`src/hw/rtl/sbf_pkg.sv`:
```
`timescale 1ns / 1ps
`default_nettype none

package sbf_pkg;

    // Most results one item can cause: sync, sync, id, length, command, checksum
    localparam int MAX_RESULTS = 6;
    localparam int CNT_W       = $clog2(MAX_RESULTS + 1);
    localparam int IDX_W       = $clog2(MAX_RESULTS);

    // Input item kinds
    localparam logic [1:0] IN_TX_START = 2'd0;
    localparam logic [1:0] IN_TX_PARAM = 2'd1;
    localparam logic [1:0] IN_RX_BYTE  = 2'd2;
    localparam logic [1:0] IN_RX_END   = 2'd3;

    // Result item kinds
    localparam logic [1:0] OUT_TX_BYTE = 2'd0;
    localparam logic [1:0] OUT_RX_BYTE = 2'd1;
    localparam logic [1:0] OUT_STATUS  = 2'd2;

    // Reply status codes
    localparam logic [2:0] ST_OK       = 3'd0;
    localparam logic [2:0] ST_SHORT    = 3'd1;
    localparam logic [2:0] ST_BAD_SYNC = 3'd2;
    localparam logic [2:0] ST_BAD_LEN  = 3'd3;
    localparam logic [2:0] ST_BAD_SUM  = 3'd4;
    localparam logic [2:0] ST_NO_REPLY = 3'd5;

    // Instructions that get a status reply
    localparam logic [7:0] CMD_PING  = 8'd1;
    localparam logic [7:0] CMD_READ  = 8'd2;
    localparam logic [7:0] CMD_WRITE = 8'd3;

    localparam logic [7:0] SYNC_BYTE = 8'hFF;

    // Results caused by one item, emitted in order
    typedef struct packed {
        logic [CNT_W-1:0]                  count;
        logic [1:0]                        kind;
        logic [2:0]                        status;
        logic [7:0]                        params;
        logic [MAX_RESULTS-1:0][7:0]       bytes;
    } t_result_list;

endpackage

`default_nettype wire

```
`src/hw/rtl/sbf_core.sv`:
```
`timescale 1ns / 1ps
`default_nettype none

module sbf_core (
    input  wire logic                 i_clk,
    input  wire logic                 i_rst_n,
    input  wire logic                 i_take,
    input  wire logic [1:0]           i_kind,
    input  wire logic [7:0]           i_servo_id,
    input  wire logic [7:0]           i_command,
    input  wire logic [7:0]           i_param_count,
    input  wire logic [7:0]           i_data_byte,
    output sbf_pkg::t_result_list     o_list
);
    import sbf_pkg::*;

    logic [7:0] r_tx_sum, n_tx_sum;
    logic [7:0] r_tx_left, n_tx_left;
    logic       r_expects_reply, n_expects_reply;
    logic [8:0] r_rx_count, n_rx_count;
    logic       r_rx_sync_bad, n_rx_sync_bad;
    logic [7:0] r_rx_length, n_rx_length;
    logic [7:0] r_rx_sum, n_rx_sum;
    logic       r_rx_sum_match, n_rx_sum_match;

    logic [7:0] len_byte;
    logic [7:0] start_sum;
    logic [7:0] param_sum;
    logic [8:0] rx_end;
    logic [8:0] rx_next;

    assign len_byte  = i_param_count + 8'd2;
    assign start_sum = i_servo_id + len_byte + i_command;
    assign param_sum = r_tx_sum + i_data_byte;
    assign rx_end    = {1'b0, r_rx_length} + 9'd4;
    assign rx_next   = r_rx_count + 9'd1;

    // Build the result list and the next state for the held item
    always_comb begin
        n_tx_sum        = r_tx_sum;
        n_tx_left       = r_tx_left;
        n_expects_reply = r_expects_reply;
        n_rx_count      = r_rx_count;
        n_rx_sync_bad   = r_rx_sync_bad;
        n_rx_length     = r_rx_length;
        n_rx_sum        = r_rx_sum;
        n_rx_sum_match  = r_rx_sum_match;

        o_list        = '0;
        o_list.kind   = OUT_TX_BYTE;

        case (i_kind)
            IN_TX_START: begin
                o_list.bytes[0] = SYNC_BYTE;
                o_list.bytes[1] = SYNC_BYTE;
                o_list.bytes[2] = i_servo_id;
                o_list.bytes[3] = len_byte;
                o_list.bytes[4] = i_command;
                o_list.bytes[5] = ~start_sum;
                o_list.count    = (i_param_count == 8'd0) ? CNT_W'(6) : CNT_W'(5);
                n_tx_sum        = start_sum;
                n_tx_left       = i_param_count;
                n_expects_reply = (i_command == CMD_PING) || (i_command == CMD_READ) ||
                                  (i_command == CMD_WRITE);
                n_rx_count      = '0;
                n_rx_sync_bad   = 1'b0;
                n_rx_length     = '0;
                n_rx_sum        = '0;
                n_rx_sum_match  = 1'b0;
            end
            IN_TX_PARAM: begin
                // drop a parameter byte when nothing is pending
                if (r_tx_left != 8'd0) begin
                    o_list.bytes[0] = i_data_byte;
                    o_list.bytes[1] = ~param_sum;
                    o_list.count    = (r_tx_left == 8'd1) ? CNT_W'(2) : CNT_W'(1);
                    n_tx_sum        = param_sum;
                    n_tx_left       = r_tx_left - 8'd1;
                end
            end
            IN_RX_BYTE: begin
                o_list.kind = OUT_RX_BYTE;
                if (r_rx_count < 9'd2) begin
                    if (i_data_byte != SYNC_BYTE) begin
                        n_rx_sync_bad = 1'b1;
                    end
                    n_rx_count = rx_next;
                end else if (r_rx_count < 9'd4) begin
                    if (r_rx_count == 9'd3) begin
                        n_rx_length = i_data_byte;
                    end
                    n_rx_sum   = r_rx_sum + i_data_byte;
                    n_rx_count = rx_next;
                end else if (r_rx_count < rx_end) begin
                    if (rx_next < rx_end) begin
                        n_rx_sum        = r_rx_sum + i_data_byte;
                        o_list.bytes[0] = i_data_byte;
                        o_list.count    = CNT_W'(1);
                    end else begin
                        n_rx_sum_match = (~r_rx_sum == i_data_byte);
                    end
                    n_rx_count = rx_next;
                end
            end
            default: begin
                // receive end: report, state untouched
                o_list.kind  = OUT_STATUS;
                o_list.count = CNT_W'(1);
                if (!r_expects_reply) begin
                    o_list.status = ST_NO_REPLY;
                end else if (r_rx_count < 9'd6) begin
                    o_list.status = ST_SHORT;
                end else if (r_rx_sync_bad) begin
                    o_list.status = ST_BAD_SYNC;
                end else if (r_rx_count != rx_end) begin
                    o_list.status = ST_BAD_LEN;
                end else if (!r_rx_sum_match) begin
                    o_list.status = ST_BAD_SUM;
                end else begin
                    o_list.status = ST_OK;
                    o_list.params = r_rx_length - 8'd2;
                end
            end
        endcase
    end

    // Advance framer and checker state when the item is taken
    always_ff @(posedge i_clk) begin
        if (!i_rst_n) begin
            r_tx_sum        <= '0;
            r_tx_left       <= '0;
            r_expects_reply <= 1'b0;
            r_rx_count      <= '0;
            r_rx_sync_bad   <= 1'b0;
            r_rx_length     <= '0;
            r_rx_sum        <= '0;
            r_rx_sum_match  <= 1'b0;
        end else if (i_take) begin
            r_tx_sum        <= n_tx_sum;
            r_tx_left       <= n_tx_left;
            r_expects_reply <= n_expects_reply;
            r_rx_count      <= n_rx_count;
            r_rx_sync_bad   <= n_rx_sync_bad;
            r_rx_length     <= n_rx_length;
            r_rx_sum        <= n_rx_sum;
            r_rx_sum_match  <= n_rx_sum_match;
        end
    end

endmodule

`default_nettype wire

```
`config.mk`:
```
export PLATFORM = sky130hd
export DESIGN_NAME = sbf_core
export DESIGN_NICKNAME = d
export VERILOG_FILES = /design/src/hw/rtl/sbf_pkg.sv /design/src/hw/rtl/sbf_core.sv
export SDC_FILE = /design/constraint.sdc
export NUM_CORES = 1
export LEC_CHECK = 0
export BUFFER_PORTS_ARGS = -buffer_cell sky130_fd_sc_hd__buf_2
export CORE_UTILIZATION = 40
export CTS_CLUSTER_SIZE = 40
export DETAILED_ROUTE_END_ITERATION = 8
export PLACE_DENSITY_LB_ADDON = 0.12
export SLEW_MARGIN = 20
export SYNTH_ARGS = -nofsm -noshare
export SYNTH_HDL_FRONTEND = slang
export SYNTH_SLANG_ARGS = --single-unit
```
`constraint.sdc`:
```
create_clock -name i_clk -period 4.46 [get_ports i_clk]
set_clock_uncertainty 0.15 [all_clocks]
set_input_delay 0.446 -clock i_clk [delete_from_list [all_inputs] [get_ports i_clk]]
set_output_delay 0.446 -clock i_clk [all_outputs]
set_load 0.01 [all_outputs]
```
# After elaboration in Yosys (flattened, before gate mapping)
# Cells that the tools add are included.
[word_totals]
wordCells = 116
reg_bits = 44
in_bits = 37
[classes]
bitwise_logic = 3
n_eq_ne = 22
n_lt_le_gt_ge = 5
mux = 53
add_sub_neg = 9
n_reduce_logical = 16
[op_table]
columns = ["operator", "count"]
rows = [
  ["2-to-1 mux 8 bit", 18],
  ["case mux 8 bit (2 select lines)", 5],
  ["adder 8 bit", 4],
  ["2-to-1 mux 32 bit", 1],
  ["2-to-1 mux 9 bit", 3],
  ["NOT 8 bit", 3],
  ["case mux 8 bit (3 select lines)", 1],
  ["< comparator 9 x 3 -> 1 bit, second input constant", 2],
  ["< comparator 9 bit", 2],
  ["inequality test 2 bit, second input constant", 9],
  ["case mux 9 bit (2 select lines)", 1],
  ["equality test 8 x 1 -> 1 bit, second input constant", 2],
  ["equality test 8 x 2 -> 1 bit, second input constant", 2],
  ["2-to-1 mux 16 bit", 1],
  ["2-to-1 mux 3 bit", 5],
  ["2-to-1 mux 11 bit", 1],
  ["2-to-1 mux 1 bit", 10],
  ["AND reduction 5 bit", 2],
  ["adder 8 x 3 -> 9 bit, second input constant", 1],
  ["adder 9 x 1 -> 9 bit, second input constant", 1],
  ["equality test 9 x 2 -> 1 bit, second input constant", 1],
  ["< comparator 9 x 2 -> 1 bit, second input constant", 1],
  ["inequality test 9 bit", 1],
  ["case mux 3 bit (3 select lines)", 1],
  ["other kinds (23)", 30],
]

# Depth between registers and ports, before layout
[depth]
word_depth = 7
ltp_mapped = 14
mapped_depth_nobuf = 14

# Least setup slack after synthesis
# Ideal clock, no wire load.
[synth_path]
kind = "register -> output"
from = "register r_rx_count[0]"
to = "output o_list[1] (netlist name)"
required_ns = 3.864
t_arrival_ns = 2.895
path_slack_ns = 0.969
n_path_buf = 0
stages_incl_launch_ff = 12
path_cell_list = "dfxtp_1 ha_1 and3_1 and3_1 xor2_1 ha_1 a2111oi_0 a21oi_1 maj3_2 a21o_2 o31ai_4 a21boi_1"
[synth_rtl]
columns = ["item", "line_no", "rtl"]
rows = [
  ["from (decl)", "sbf_core.sv:20", "logic [8:0] r_rx_count, n_rx_count;"],
  ["from (signal assigned)", "sbf_core.sv:142", "r_rx_count <= n_rx_count;"],
  ["to (decl)", "sbf_core.sv:13", "output sbf_pkg::t_result_list o_list"],
]

==> out/summary.txt <==
Largest net degree at the start of global routing - 38
GRT Total Usage - 0.236
Die ar. - 0.0112 mm²
ANT nets after route - 0
Root buf cell - clkbuf_8
WL per Instance - 16.3 µm
Via count - 4,340
Worst r2r dst - r_rx_sum[1]
Ranking of synthesized cells by area - dfxtp_1, ha_1, a21oi_1, nor2_1, xnor2_1
Rows - 37
Worst-path clk slew - 0.09 ns
Clock tree from TritonCTS - built
Cell area after synthesis - 0.00432 mm²
Vias per cell - 5.49
Clk sinks - 44
Worst rel slew slack - 0.330
Unrepaired setup endpoints after global routing - false
Number of synthesized register bits - 44
H-tree Lvls - 2
Post-synthesis sequential area ratio - 0.204
R2R depth - 12
Number of I/O pins - 101
Overall die height - 106 µm
Worst EP arrival - 3.60 ns
CP max FO - 8
Final hold violations - 0
IO Port Bufs - 100
Hold Path Class - in2reg
Timing-limited maximum frequency - 238 MHz
Most numerous cell in the Yosys netlist - nor2_1
Share of cells above drive strength 1 - 0.190
Cells along the critical path - ha_1 > and3_1 > and3_1 > xor2_1 > ha_1 > a2111oi_0 > a21oi_1 > maj3_2 > a21o_2 > o31ai_4 > buf_4 > o21a_1 > buf_2
Startpoint types - flop
Post-route minimum period - 4.20 ns
Synth unique cells - 62
Worst reg-to-reg setup slack - 0.85 ns
Initial DRC Count - 247
Post-synth top cells - nor2_1, a21oi_1, inv_1
Drt drc - 0
PostCTS Resize Cnt - 0
Hold path endpoint - r_tx_left[0]
First-pass GRT wire length - 20,900 µm
Number of synthesized flops with an enable pin - 0
CP Capture Type - output port
Worst Path Required - 3.86 ns
Slew Limit Fails - 0
Hold depth - 3
Status - complete, no violations
Synthesis Warnings - 0
Period utilisation layout - 0.942
Fillers - 1,086
Top delay family on crit path - compound AO/OA/AOI/OAI gates
Die Wd - 106 µm
Antenna violations before repair - 0
Final #Nets - 746
Total CTS buffers - 5
CP Class - reg2out
Yosys top cell by area - dfxtp_1
Worst-case clock buffer depth - 2
Mapped Cells - 572
Gpl congestion - 0.849
Core box area - 0.0104 mm²
Post-Route WL - 12,900 µm
Worst skew pair latency - 0.30 ns
Grt ovf - 0
Max IR drop VDD - 119 µV
Yosys top cell area share - 0.204
Final Setup Violations - 0
Detail Placement HPWL - 10,000 µm
Area grow syn2layout - 15.2%
Leak - 0.00241 µW
Drt pass-1 iters - 4
Power Density - 226 mW/mm²
Synth async-reset ratio - 0
Worst path max stage delay - 0.50 ns
Critical-path top delay cell - dfxtp_1
Starting Density - 0.415
Vias in the first global route - 4,189
Worst Max-Slew Pin Slew - 1.00 ns
Setup tns final - 0 ns
Synth Flop Type - dfxtp_1
Hold path start - i_param_count[0]
Critical path buffer and inverter count - 2
Mean area per synthesized cell - 7.56 µm²
MaxCap Viol Count - 0
Ant. Diodes - 0
Worst path depth - 13
Min Hold Slack - 0.279 ns
Syn nets - 665
Reg-to-Reg Start - r_rx_count[1]
worst min-delay path: stages:
cell	delay, ns
buf_2	0.12
nand3_1	0.06
a21oi_1	0.06
worst max path at each step:
stage / slack, ns / start / end
after floorplan: 0.97 / r_rx_count[0] / o_list[1]
after global placement: 0.62 / r_rx_count[1] / o_list[1]
after detailed placement: 0.43 / r_rx_count[1] / o_list[1]
after CTS: 0.10 / r_rx_count[1] / o_list[1]
after global routing: 0.05 / r_rx_count[1] / o_list[7]
final: 0.26 / r_rx_count[1] / o_list[7]
layout make-up:
cell class | instances | area [µm²] | area share
clock buffer | 8 | 90.1 | 0.0181
tap | 136 | 170 | 0.0342
multi-input combinational | 448 | 3120 | 0.627
timing repair buffer | 104 | 531 | 0.107
sequential | 44 | 881 | 0.177
inverter | 50 | 188 | 0.0377
registers in the layout, summed over array words and instances, names as in the netlist:
| register | flops |
|---|---|
| r_expects_reply | 1 |
| r_rx_sum | 8 |
| r_rx_count | 9 |
| r_rx_length | 8 |
| r_tx_sum | 8 |
| r_rx_sum_match | 1 |
| r_rx_sync_bad | 1 |
| r_tx_left | 8 |
metal layers:
metal  global-route usage  routed length [µm]  vias up  part of all wire
met2                0.442                6570      124              0.51
met3               0.0251                 531       17             0.041
met5                    0                   0        -                 0
met1                0.274                5460     2057              0.42
li1                     -                   -     2142                 -
met4               0.0913                 351        0             0.027
timing repair:
| action | in CTS | in global routing |
|---|---|---|
| setup buffers | 0 | 2 |
| endpoints found under the hold margin | 0 | 0 |
| hold buffers | 0 | 0 |
| endpoints found under the setup margin | 0 | 8 |
cell usage in the layout (no fill, tap or decap), types with 16 or more instances in the layout:
cell | netlist | layout
inv_1 | 50 | 50
xnor2_1 | 27 | 27
nand3_1 | 30 | 30
a21oi_1 | 55 | 55
nand2_1 | 44 | 44
xor2_1 | 16 | 16
ha_1 | 46 | 46
nor2_1 | 69 | 69
buf_2 | 2 | 100
o21ai_0 | 16 | 16
dfxtp_1 | 44 | 44
kinds of logic after synthesis:
kind of cell	synth area share
flops	0.204
fa+ha+maj	0.182
mux	0.00231
xor+xnor	0.0909
compound gates	0.216
simple gates	0.230
buf+inv	0.0744
per-stage QoR:
| stage | power, µW | util | cell area [µm²] | cells | setup slack, ns |
|---|---|---|---|---|---|
| after floorplan | 721 | - | 4320 | 572 | 0.969 |
| after global routing | 1200 | 0.478 | 4980 | 790 | 0.0491 |
| after detailed placement | 857 | 0.468 | 4880 | 780 | 0.426 |
| after global placement | 850 | 0.468 | 4880 | 780 | 0.620 |
| final | 1130 | 0.478 | 4980 | 790 | 0.259 |
| after CTS | 1130 | 0.477 | 4970 | 788 | 0.101 |
where the power goes:
group	internal [µW]	switching, µW	leakage, µW	total (µW)
Sequential	407	12.2	0.000357	419
Clock	127	145	0.0000455	272
Combinational	173	262	0.00201	436
Total	707	420	0.00241	1130
No activity file was read; power rests on OpenSTA's default activity.
